$ cat src/rtl/mrcid_pkg.sv
// Shared types and helper functions for the Manchester rotation canonical ID unit.
package mrcid_pkg;

   localparam int CodeBits = 64;
   localparam int IdBits   = 32;
   localparam int CfgBits  = 6;
   localparam int CntBits  = 7;

   typedef enum logic [1:0] {
      ST_IDLE,
      ST_SEARCH,
      ST_CHECK,
      ST_DONE
   } state_type;

   // Manchester encode: pair k = 10 for a one, 01 for a zero; pairs at or above n are zero
   function automatic logic [CodeBits-1:0] mc_encode(logic [IdBits-1:0] id,
                                                     logic [CfgBits-1:0] n);
      logic [CodeBits-1:0] code;
      code = '0;
      for (int k = 0; k < IdBits; k++) begin
         if (CfgBits'(k) < n) begin
            code[2*k]   = ~id[k];
            code[2*k+1] = id[k];
         end
      end
      return code;
   endfunction

   // True when the low n pairs are all 01 or 10
   function automatic logic mc_pairs_ok(logic [CodeBits-1:0] code, logic [CfgBits-1:0] n);
      logic ok;
      ok = 1'b1;
      for (int k = 0; k < IdBits; k++) begin
         if (CfgBits'(k) < n && !(code[2*k] ^ code[2*k+1])) begin
            ok = 1'b0;
         end
      end
      return ok;
   endfunction

   // Decode: ID bit k is the high bit of pair k
   function automatic logic [IdBits-1:0] mc_decode(logic [CodeBits-1:0] code);
      logic [IdBits-1:0] id;
      for (int k = 0; k < IdBits; k++) begin
         id[k] = code[2*k+1];
      end
      return id;
   endfunction

endpackage

$ cat src/rtl/manchester_rotation_canonical_id_unit.sv
// Top level of the Manchester rotation canonical ID unit: sequencer around one rotate/compare unit.
// Each item runs a search pass of 2n rotations (n = effective id_bits), then a symmetry pass
//   of 2n-1 rotations of the minimum, then a hand-off state that waits for the output register.
// Throughput: one item at a time, set by the single shared 64-bit rotate/compare unit; the
//   next transfer is taken only in the idle state, after the hand-off of the last result.
// A finished result sits in the output register while the next item is taken.
// Reset (synchronous, active high): id_bits returns to 8, sequencer idles, no result valid.
module manchester_rotation_canonical_id_unit #(
   parameter int MAX_ID_BITS = 32
) (
   input  logic        clock,
   input  logic        reset,
   input  logic        csr_wr_en,
   input  logic [5:0]  csr_wr_data,
   input  logic        req_valid,
   output logic        req_ready,
   input  logic [31:0] req_raw_id,
   output logic        rsp_valid,
   input  logic        rsp_ready,
   output logic [63:0] rsp_encoded_code,
   output logic [63:0] rsp_minimal_code,
   output logic [31:0] rsp_canonical_id,
   output logic        rsp_asymmetric
);
   import mrcid_pkg::*;

   localparam logic [CfgBits-1:0] IdBitsReset = CfgBits'(8);
   localparam logic [CfgBits-1:0] MaxN        = CfgBits'(MAX_ID_BITS);

   // configuration register
   logic [CfgBits-1:0]  id_bits_ff;

   // sequencer and working registers
   state_type           state_ff, state_in;
   logic [CntBits-1:0]  cnt_ff, cnt_in;
   logic [CfgBits-1:0]  n_ff, n_in;
   logic [CodeBits-1:0] top_ff, top_in;     // one-hot: bit 2n-1 of the window
   logic [CodeBits-1:0] code_ff, code_in;
   logic [CodeBits-1:0] rot_ff, rot_in;
   logic [CodeBits-1:0] best_ff, best_in;
   logic                asym_ff, asym_in;

   // output register
   logic                rsp_valid_ff, rsp_valid_in;
   logic [CodeBits-1:0] rsp_code_ff, rsp_code_in;
   logic [CodeBits-1:0] rsp_min_ff, rsp_min_in;
   logic [IdBits-1:0]   rsp_id_ff, rsp_id_in;
   logic                rsp_asym_ff, rsp_asym_in;

   // shared unit: one-bit right rotation inside the 2n-bit window
   logic [CodeBits-1:0] rot_next;
   logic [CodeBits-1:0] window_mask;
   logic [CfgBits-1:0]  n_eff;

   assign rot_next    = {1'b0, rot_ff[CodeBits-1:1]} | (rot_ff[0] ? top_ff : '0);
   assign window_mask = (top_ff << 1) - CodeBits'(1);   // wraps to all ones at n = 32

   // id_bits zero acts as 1, above the maximum saturates
   assign n_eff = (id_bits_ff == '0) ? CfgBits'(1) :
                  (id_bits_ff > MaxN) ? MaxN : id_bits_ff;

   always_ff @(posedge clock) begin
      if (reset) begin
         id_bits_ff <= IdBitsReset;
      end else if (csr_wr_en) begin
         id_bits_ff <= csr_wr_data;
      end
   end

   always_ff @(posedge clock) begin
      if (reset) begin
         state_ff     <= ST_IDLE;
         cnt_ff       <= '0;
         rsp_valid_ff <= 1'b0;
      end else begin
         state_ff     <= state_in;
         cnt_ff       <= cnt_in;
         rsp_valid_ff <= rsp_valid_in;
      end
   end

   always_ff @(posedge clock) begin
      n_ff        <= n_in;
      top_ff      <= top_in;
      code_ff     <= code_in;
      rot_ff      <= rot_in;
      best_ff     <= best_in;
      asym_ff     <= asym_in;
      rsp_code_ff <= rsp_code_in;
      rsp_min_ff  <= rsp_min_in;
      rsp_id_ff   <= rsp_id_in;
      rsp_asym_ff <= rsp_asym_in;
   end

   always_comb begin
      state_in     = state_ff;
      cnt_in       = cnt_ff;
      n_in         = n_ff;
      top_in       = top_ff;
      code_in      = code_ff;
      rot_in       = rot_ff;
      best_in      = best_ff;
      asym_in      = asym_ff;
      rsp_code_in  = rsp_code_ff;
      rsp_min_in   = rsp_min_ff;
      rsp_id_in    = rsp_id_ff;
      rsp_asym_in  = rsp_asym_ff;
      rsp_valid_in = rsp_valid_ff && !rsp_ready;
      req_ready    = 1'b0;

      case (state_ff)
         ST_IDLE: begin
            req_ready = 1'b1;
            if (req_valid) begin
               // latch n, build the code, start 2n search rotations
               n_in     = n_eff;
               top_in   = CodeBits'(1) << ({n_eff, 1'b0} - 7'd1);
               code_in  = mc_encode(req_raw_id, n_eff);
               rot_in   = mc_encode(req_raw_id, n_eff);
               best_in  = mc_encode(req_raw_id, n_eff);
               cnt_in   = {n_eff, 1'b0};
               state_in = ST_SEARCH;
            end
         end
         ST_SEARCH: begin
            rot_in = rot_next;
            if (rot_next < best_ff && mc_pairs_ok(rot_next, n_ff)) begin
               best_in = rot_next;
            end
            cnt_in = cnt_ff - 7'd1;
            if (cnt_ff == 7'd1) begin
               // symmetry pass: rotate the minimum by 1 .. 2n-1
               rot_in   = (rot_next < best_ff && mc_pairs_ok(rot_next, n_ff)) ?
                          rot_next : best_ff;
               asym_in  = 1'b1;
               cnt_in   = {n_ff, 1'b0} - 7'd1;
               state_in = ST_CHECK;
            end
         end
         ST_CHECK: begin
            rot_in = rot_next;
            if (rot_next == best_ff) begin
               asym_in = 1'b0;
            end
            cnt_in = cnt_ff - 7'd1;
            if (cnt_ff == 7'd1) begin
               state_in = ST_DONE;
            end
         end
         ST_DONE: begin
            // hand off once the output register is free
            if (!rsp_valid_ff || rsp_ready) begin
               rsp_valid_in = 1'b1;
               rsp_code_in  = code_ff;
               rsp_min_in   = best_ff;
               rsp_id_in    = mc_decode(best_ff);
               rsp_asym_in  = asym_ff;
               state_in     = ST_IDLE;
            end
         end
         default: begin
            state_in = ST_IDLE;
         end
      endcase
   end

   assign rsp_valid        = rsp_valid_ff;
   assign rsp_encoded_code = rsp_code_ff;
   assign rsp_minimal_code = rsp_min_ff;
   assign rsp_canonical_id = rsp_id_ff;
   assign rsp_asymmetric   = rsp_asym_ff;

   // the running minimum never exceeds the unrotated code
   a_best_le_code: assert property (@(posedge clock) disable iff (reset)
      (state_ff == ST_SEARCH || state_ff == ST_CHECK) |-> best_ff <= code_ff)
      else $error("minimum above encoded code");

   // the minimum handed off is always a valid Manchester code
   a_best_valid: assert property (@(posedge clock) disable iff (reset)
      (state_ff == ST_DONE) |-> mc_pairs_ok(best_ff, n_ff))
      else $error("minimum has an invalid pair");

   // rotations stay inside the 2n-bit window
   a_rot_window: assert property (@(posedge clock) disable iff (reset)
      (state_ff == ST_SEARCH || state_ff == ST_CHECK) |-> (rot_ff & ~window_mask) == '0)
      else $error("rotation escaped the window");

   // iteration count never exceeds the widest window
   a_cnt_range: assert property (@(posedge clock) disable iff (reset)
      (state_ff == ST_SEARCH || state_ff == ST_CHECK) |-> (cnt_ff != '0 && cnt_ff <= 7'd64))
      else $error("iteration count out of range");

   // a waiting result is never overwritten by the sequencer
   a_no_overwrite: assert property (@(posedge clock) disable iff (reset)
      (rsp_valid && !rsp_ready) |=> $stable(rsp_minimal_code) && rsp_valid)
      else $error("pending result changed");

endmodule

$ cat config.mk
export PLATFORM = sky130hd
export DESIGN_NAME = manchester_rotation_canonical_id_unit
export DESIGN_NICKNAME = d
export VERILOG_FILES = /design/src/rtl/mrcid_pkg.sv /design/src/rtl/manchester_rotation_canonical_id_unit.sv
export SDC_FILE = /design/constraint.sdc
export NUM_CORES = 1
export LEC_CHECK = 0
export BUFFER_PORTS_ARGS = -buffer_cell sky130_fd_sc_hd__buf_2
export CAP_MARGIN = 20
export CORE_ASPECT_RATIO = 0.5
export CORE_MARGIN = 2
export CORE_UTILIZATION = 59
export DETAILED_ROUTE_END_ITERATION = 8
export MAX_ROUTING_LAYER = met4
export PLACE_DENSITY = 0.79
export SLEW_MARGIN = 10
export SYNTH_ARGS = -nofsm -noshare
export SYNTH_HDL_FRONTEND = slang
export SYNTH_SLANG_ARGS = --single-unit
$ cat constraint.sdc
create_clock -name clock -period 11 [get_ports clock]
set_input_delay 2.2 -clock clock [delete_from_list [all_inputs] [get_ports clock]]
set_output_delay 2.2 -clock clock [all_outputs]
set_load 0.005 [all_outputs]
==> results of run 1 <==
## power by group through the flow
stage | Combinational [mW] | Clock, mW | Sequential, mW
3_3_place_gp | 2.22 | 0 | 2.58
6_report | 2.41 | 1.22 | 2.59
2_1_floorplan | 1.57 | 0 | 2.47
3_5_place_dp | 2.29 | 0 | 2.59
5_1_grt | 2.59 | 1.27 | 2.62
4_1_cts | 2.30 | 1.22 | 2.57
## layout make-up
cell class                 count  share of cell area, %
sequential                   376                   54.3
multi-input combinational    919                   29.1
timing repair buffer         231                   6.21
clock buffer                  41                   4.73
inverter                     139                   2.55
tap                          399                   2.43
clock inverter                16                  0.714
## layer usage
layer	GRT usage, %	vias to the layer above
met5	-	-
met4	9.22	0
met2	47.1	1044
li1	-	5991
met1	49.4	6568
met3	12.4	115
## kinds of logic after synthesis
family,count (synthesis)
buffers and inverters,262
AOI/OAI and AO/OA,444
xor gates and xnor gates,37
adders and majority gates,72
muxes,18
and+or+nand+nor,348
DFF,376
## per-stage QoR
stage	hold slack, ps	cell area, µm²	power, mW	setup WS (ps)
3_3_place_gp	401	19300	4.80	5180
4_1_cts	417	20500	6.10	5380
3_5_place_dp	405	19400	4.89	5420
6_report	418	20500	6.21	5280
2_1_floorplan	400	18200	4.04	2400
5_1_grt	423	20500	6.49	5170
## cell usage in the layout (no fill, tap or decap), drive strengths merged, types with 11 or more instances in the layout
master,Yosys,layout
xnor2,34,34
nand4,13,13
ha,72,72
a21oi,166,166
clkinv,1,14
nand3,14,14
o21ai,69,69
edfxtp,360,360
nand2b,28,28
nor2,91,91
a2bb2oi,29,29
o31ai,19,19
inv,138,137
buf,54,231
a22oi,48,48
o211ai,11,11
clkbuf,69,41
a21o,22,22
nand2,120,120
o22ai,27,27
dfxtp,16,16
nor3,25,25
nor2b,11,11
## registers in the layout (all words and copies together) (netlist names)
register,flops
best_ff,64
top_ff,32
cnt_ff,7
rsp_encoded_code,64
state_ff,2
rsp_valid,1
n_ff,6
code_ff,64
rsp_minimal_code,64
asym_ff,1
rot_ff,64
id_bits_ff,6
rsp_asymmetric,1
## cell usage after synthesis (16+ instances only)
library cell / instances
edfxtp_1: 360
a21oi_1: 166
inv_1: 136
nand2_1: 120
nor2_1: 91
ha_1: 72
clkbuf_1: 68
o21ai_0: 68
a22oi_1: 48
buf_4: 35
xnor2_1: 34
a2bb2oi_1: 29
nand2b_1: 28
o22ai_1: 27
nor3_1: 25
a21o_1: 20
o31ai_1: 19
dfxtp_1: 16
## worst paths after layout
kind	to	cells past startpoint
min reg2reg	rsp_encoded_code[40]	0
min	rsp_encoded_code[40]	0
max	rot_ff[46]	12
max reg2reg	rot_ff[46]	12
==> results.sh, run 1 <==
export IMPL_power_density_nw_per_um2=303
export IMPL_pwr_share_clk_pct=19.6
export IMPL_grt_overflow=0
export IMPL_swShare_pct=40.4
export IMPL_critPathKind="reg2reg"
export IMPL_synth_top_flop_cell="edfxtp_1"
export IMPL_irDropWorstVdd_uv=216
export IMPL_cp_slowest_stage_delay_ps=820
export IMPL_hold_class="reg2reg"
export IMPL_nFillCells=2237
export IMPL_num_antenna_cells=0
export IMPL_setup_tns_ps=0
export IMPL_ys_async_sr_fraction_pct=0
export IMPL_setup_violations=0
export IMPL_initial_core_util_pct=60.0
export IMPL_hold_path_startpoint="code_ff[40]"
export IMPL_synth_compound_area_share_pct=15.7
export IMPL_first_pass_iters=6
export IMPL_cts_hold_buf=0
export IMPL_slew_viol_final=0
export IMPL_drc=0
export IMPL_grtUsageTotal_pct=34.7
export IMPL_clock_path_buffers=3
export IMPL_met1_length_um=22000
export IMPL_synthAdderAreaFrac_pct=4.95
export IMPL_status="complete, no violations"
export IMPL_wirelength_um=54400
export IMPL_fmax_mhz=175
export IMPL_final_nets=1816
export IMPL_synth_top_family_by_area="compound AO/OA/AOI/OAI gates"
export IMPL_dp_hpwl_um=36900
export IMPL_synth_nets=1672
export IMPL_numPortBuffers=205
export IMPL_drive_gt1_share_pct=18.4
export IMPL_design_die_area_um2=32300
export IMPL_numCtsBuffers=34
export IMPL_cts_tree="done"
export IMPL_cp_cell_sequence="a21oi_1 > inv_1 > ha_1 > nand4_1 > nor4_2 > nand4_1 > nor2_1 > a221oi_4 > buf_4 > a211oi_4 > buf_4 > a22oi_1"
export IMPL_relSlewSlack_pct=26.1
export IMPL_worstPathArrival_ps=5920
export IMPL_post_route_period_util_pct=52.0
export IMPL_synth_area_per_cell_um2=11.7
export IMPL_period_minus_slack_ps=5720
export IMPL_ys_ff_latch=376
export IMPL_dp_cells=2062
export IMPL_p_sw_mw=2.51
export IMPL_cts_root_buffer="clkbuf_16"
export IMPL_cts_resized=0
export IMPL_rsz0062_at_grt="false"
export IMPL_ys_types=74
export IMPL_startpoint="rot_ff[0]"
export IMPL_rr_startpoint="rot_ff[0]"
export IMPL_cp_required_ps=11210
export IMPL_met2_length_um=22800
export IMPL_critPathSlowestCell="nor4_2"
export IMPL_synth_top_area_share_pct=59.4
export IMPL_p_leak_nw=8.08
export IMPL_vias=13700
export IMPL_core_area_um2=30300
export IMPL_area_delta_synth_final_pct=12.7
export IMPL_top_layer="met4"
export IMPL_cpLargestDelayFamily="simple AND/OR/NAND/NOR gates"
export IMPL_synth_simple_area_share_pct=8.97
export IMPL_drv_cap=0
export IMPL_yosysTopAreaCell="edfxtp_1"
export IMPL_intPower_mw=3.70
export IMPL_die_height_um=128
export IMPL_r2r_slack_ps=5280
export IMPL_h_tree_depth=2
export IMPL_comb_power_share_pct=38.7
export IMPL_grt_pass1_wl_um=80100
export IMPL_rows=45
export IMPL_final_core_util_pct=67.6
export IMPL_cp_max_fo=39
export IMPL_end_kind="flop"
export IMPL_clock_sinks=376
export IMPL_via_per_inst=6.47
export IMPL_worst_slew_pin_slew_ps=1100
export IMPL_grt_max_degree=74
export IMPL_yosys_top_cells_area="edfxtp_1, ha_1, a21oi_1"
export IMPL_clock_skew_ps=21.2
export IMPL_ys_seq_area_share_pct=61.2
export IMPL_synthMuxAreaShare_pct=1.05
export IMPL_synth_area_um2=18200
export IMPL_dr_first_iter_drc_count=1865
export IMPL_synth_edf_count=360
export IMPL_worst_path_buf_inv=3
export IMPL_pwr_share_seq_pct=41.7
export IMPL_finalNonFillerCells=2121
export IMPL_path_clk_slew_ps=70
export IMPL_ios=206
export IMPL_grt_pass1_vias=12900
export IMPL_finalWeightedCongestion=1.01
export IMPL_yosysWarnings=0
export IMPL_die_width_um=252
export IMPL_ant_nets=0
export IMPL_wl_per_cell_um=25.7
export IMPL_antenna_found_initial=0
export IMPL_syn_inst=1557
export IMPL_cts_setup_buffers=0
export IMPL_seq_area_um2=11100
export IMPL_multi_input_area_um2=5960
export IMPL_insertion_delay_ps=540
export IMPL_start_kind="flop"
export IMPL_final_hold_viol_count=0
export IMPL_wl_met3_um=8370
export IMPL_synth_xor_area_share_pct=1.78
Power figures use the tool's default switching activity.
==> inputs of run 2 (changes only) <==
--- a/config.mk
+++ b/config.mk
@@ -9,10 +9,10 @@
 export CAP_MARGIN = 20
 export CORE_ASPECT_RATIO = 0.5
 export CORE_MARGIN = 2
-export CORE_UTILIZATION = 59
+export CORE_UTILIZATION = 53
 export DETAILED_ROUTE_END_ITERATION = 8
 export MAX_ROUTING_LAYER = met4
-export PLACE_DENSITY = 0.79
+export PLACE_DENSITY = 0.75
 export SLEW_MARGIN = 10
 export SYNTH_ARGS = -nofsm -noshare
 export SYNTH_HDL_FRONTEND = slang
==> constraint.sdc (replaced) <==
create_clock -name clock -period 4.84 [get_ports clock]
set_input_delay 0.968 -clock clock [delete_from_list [all_inputs] [get_ports clock]]
set_output_delay 0.968 -clock clock [all_outputs]
set_load 0.005 [all_outputs]
==> results.sh, run 2 (synthesis results as in run 1) <==
export IMPL_grt_overflow=0
export IMPL_met2_length_um=22300
export IMPL_rr_startpoint="rot_ff[0]"
export IMPL_numCtsBuffers=35
export IMPL_final_nets=1866
export IMPL_grt_max_degree=72
export IMPL_ios=206
export IMPL_hold_path_depth=0
export IMPL_grtUsageTotal_pct=29.7
export IMPL_drive_gt1_share_pct=20.8
export IMPL_grt_pass1_vias=12800
export IMPL_insertion_delay_ps=550
export IMPL_top_layer="met4"
export IMPL_worst_slew_pin_slew_ps=1190
export IMPL_hold_path_startpoint="code_ff[25]"
export IMPL_cts_tree="done"
export IMPL_design_die_area_um2=35900
export IMPL_r2r_slack_ps=790
export IMPL_numPortBuffers=205
export IMPL_hold_class="reg2reg"
export IMPL_die_width_um=266
export IMPL_path_clk_slew_ps=70
export IMPL_wirelength_um=52300
export IMPL_power_density_nw_per_um2=681
export IMPL_h_tree_depth=2
export IMPL_finalWeightedCongestion=1.02
export IMPL_p_leak_nw=8.39
export IMPL_critPathKind="reg2reg"
export IMPL_clock_skew_ps=27.7
export IMPL_initial_core_util_pct=54.4
export IMPL_antenna_found_initial=2
export IMPL_r2r_end="best_ff[27]"
export IMPL_setup_violations=0
export IMPL_met1_length_um=21800
export IMPL_dr_first_iter_drc_count=1981
export IMPL_cts_root_buffer="clkbuf_16"
export IMPL_cts_setup_buffers=0
export IMPL_worstPathArrival_ps=4270
export IMPL_dp_hpwl_um=36000
export IMPL_cp_max_fo=32
export IMPL_final_hold_viol_count=0
export IMPL_drc=0
export IMPL_status="complete, no violations"
export IMPL_rsz0062_at_grt="false"
export IMPL_clock_sinks=376
export IMPL_irDropWorstVdd_uv=359
export IMPL_relSlewSlack_pct=20.7
export IMPL_cp_required_ps=5060
export IMPL_fmax_mhz=247
export IMPL_final_cell_mix="edfxtp_1, buf_2, a21oi_1"
export IMPL_grt_pass1_wl_um=77700
export IMPL_wl_per_cell_um=23.5
export IMPL_cts_hold_buf=0
export IMPL_drv_cap=0
export IMPL_rr_worst_depth=13
export IMPL_clock_path_buffers=3
export IMPL_period_minus_slack_ps=4050
export IMPL_setup_tns_ps=0
export IMPL_first_pass_iters=5
export IMPL_via_per_inst=6.15
export IMPL_area_delta_synth_final_pct=15.8
export IMPL_ant_nets=0
export IMPL_finalNonFillerCells=2220
export IMPL_start_kind="flop"
export IMPL_layout_cells_most_common="edfxtp_1"
export IMPL_rows=47
export IMPL_post_route_period_util_pct=83.7
export IMPL_slew_viol_final=0
export IMPL_end_kind="flop"
export IMPL_cts_resized=0
export IMPL_core_area_um2=33500
export IMPL_nFillCells=2563
export IMPL_dp_cells=2155
export IMPL_wl_met3_um=6920
export IMPL_vias=13700
export IMPL_hold_path_end="rsp_encoded_code[25]"
export IMPL_die_height_um=135
-- run 2: cell count changes in the layout (fill, tap and decap cells not counted), sizes merged --
cell	delta
buf	+49
bufinv	+1
clkbuf	+5
clkinv	-2
clkinvlp	+1
diode	+2
inv	+1
-- run 2: cell type report --
cell class                 count  area (µm²)  area share (%)
sequential                   376       11100            52.8
multi-input combinational    919        5950            28.3
timing repair buffer         280        1730            8.20
tap                          441         552            2.62
antenna                        2        5.00          0.0238
inverter                     139         522            2.48
clock buffer                  46         990            4.70
clock inverter                17         185           0.879
-- run 2: metrics by stage --
| step | instance area (µm²) | setup WS, ps | hold WS (ps) | utilization (%) | power [mW] |
|---|---|---|---|---|---|
| 6_report | 21100 | 790 | 408 | 63.0 | 14.4 |
| 5_1_grt | 21100 | 625 | 421 | 63.0 | 15.0 |
| 4_1_cts | 21100 | 923 | 417 | 62.9 | 14.2 |
| 3_5_place_dp | 19900 | 952 | 405 | 59.4 | 11.3 |
| 3_3_place_gp | 19900 | 968 | 402 | 59.4 | 11.2 |
| 2_1_floorplan | 18200 | 576 | 400 | - | 9.14 |
-- run 2: worst max-delay path, cell delays in order (launching register included) --
cell	delay (ps)
edfxtp_1	420
buf_12	200
a21oi_1	360
inv_1	150
ha_1	330
nand4_1	140
inv_1	60
a221oi_1	510
o22ai_1	250
a221oi_4	390
buf_4	240
nand2_1	100
a21oi_4	290
buf_12	260
-- run 2: worst max-delay path by stage --
stage                   start          end  slack (ps)  cells past startpoint
floorplan           rot_ff[0]   best_ff[0]         580                     15
global placement    rot_ff[0]  best_ff[30]         970                     13
detailed placement  rot_ff[0]  best_ff[18]         950                     13
CTS                 rot_ff[0]   best_ff[9]         920                     13
global route        rot_ff[0]  best_ff[27]         630                     13
finish              rot_ff[0]  best_ff[27]         790                     13
-- run 2: power by group --
part	switching, mW	leakage, nW	internal [mW]
combinational	3.66	4.21	1.99
clock	1.22	0.575	1.66
sequential	0.790	3.60	5.03
-- run 2: layer usage --
layer | up-vias | track usage (%)
li1 | 6093 | -
met1 | 6554 | 42.5
met2 | 894 | 41.7
met3 | 121 | 8.37
met4 | 0 | 7.96
met5 | - | -
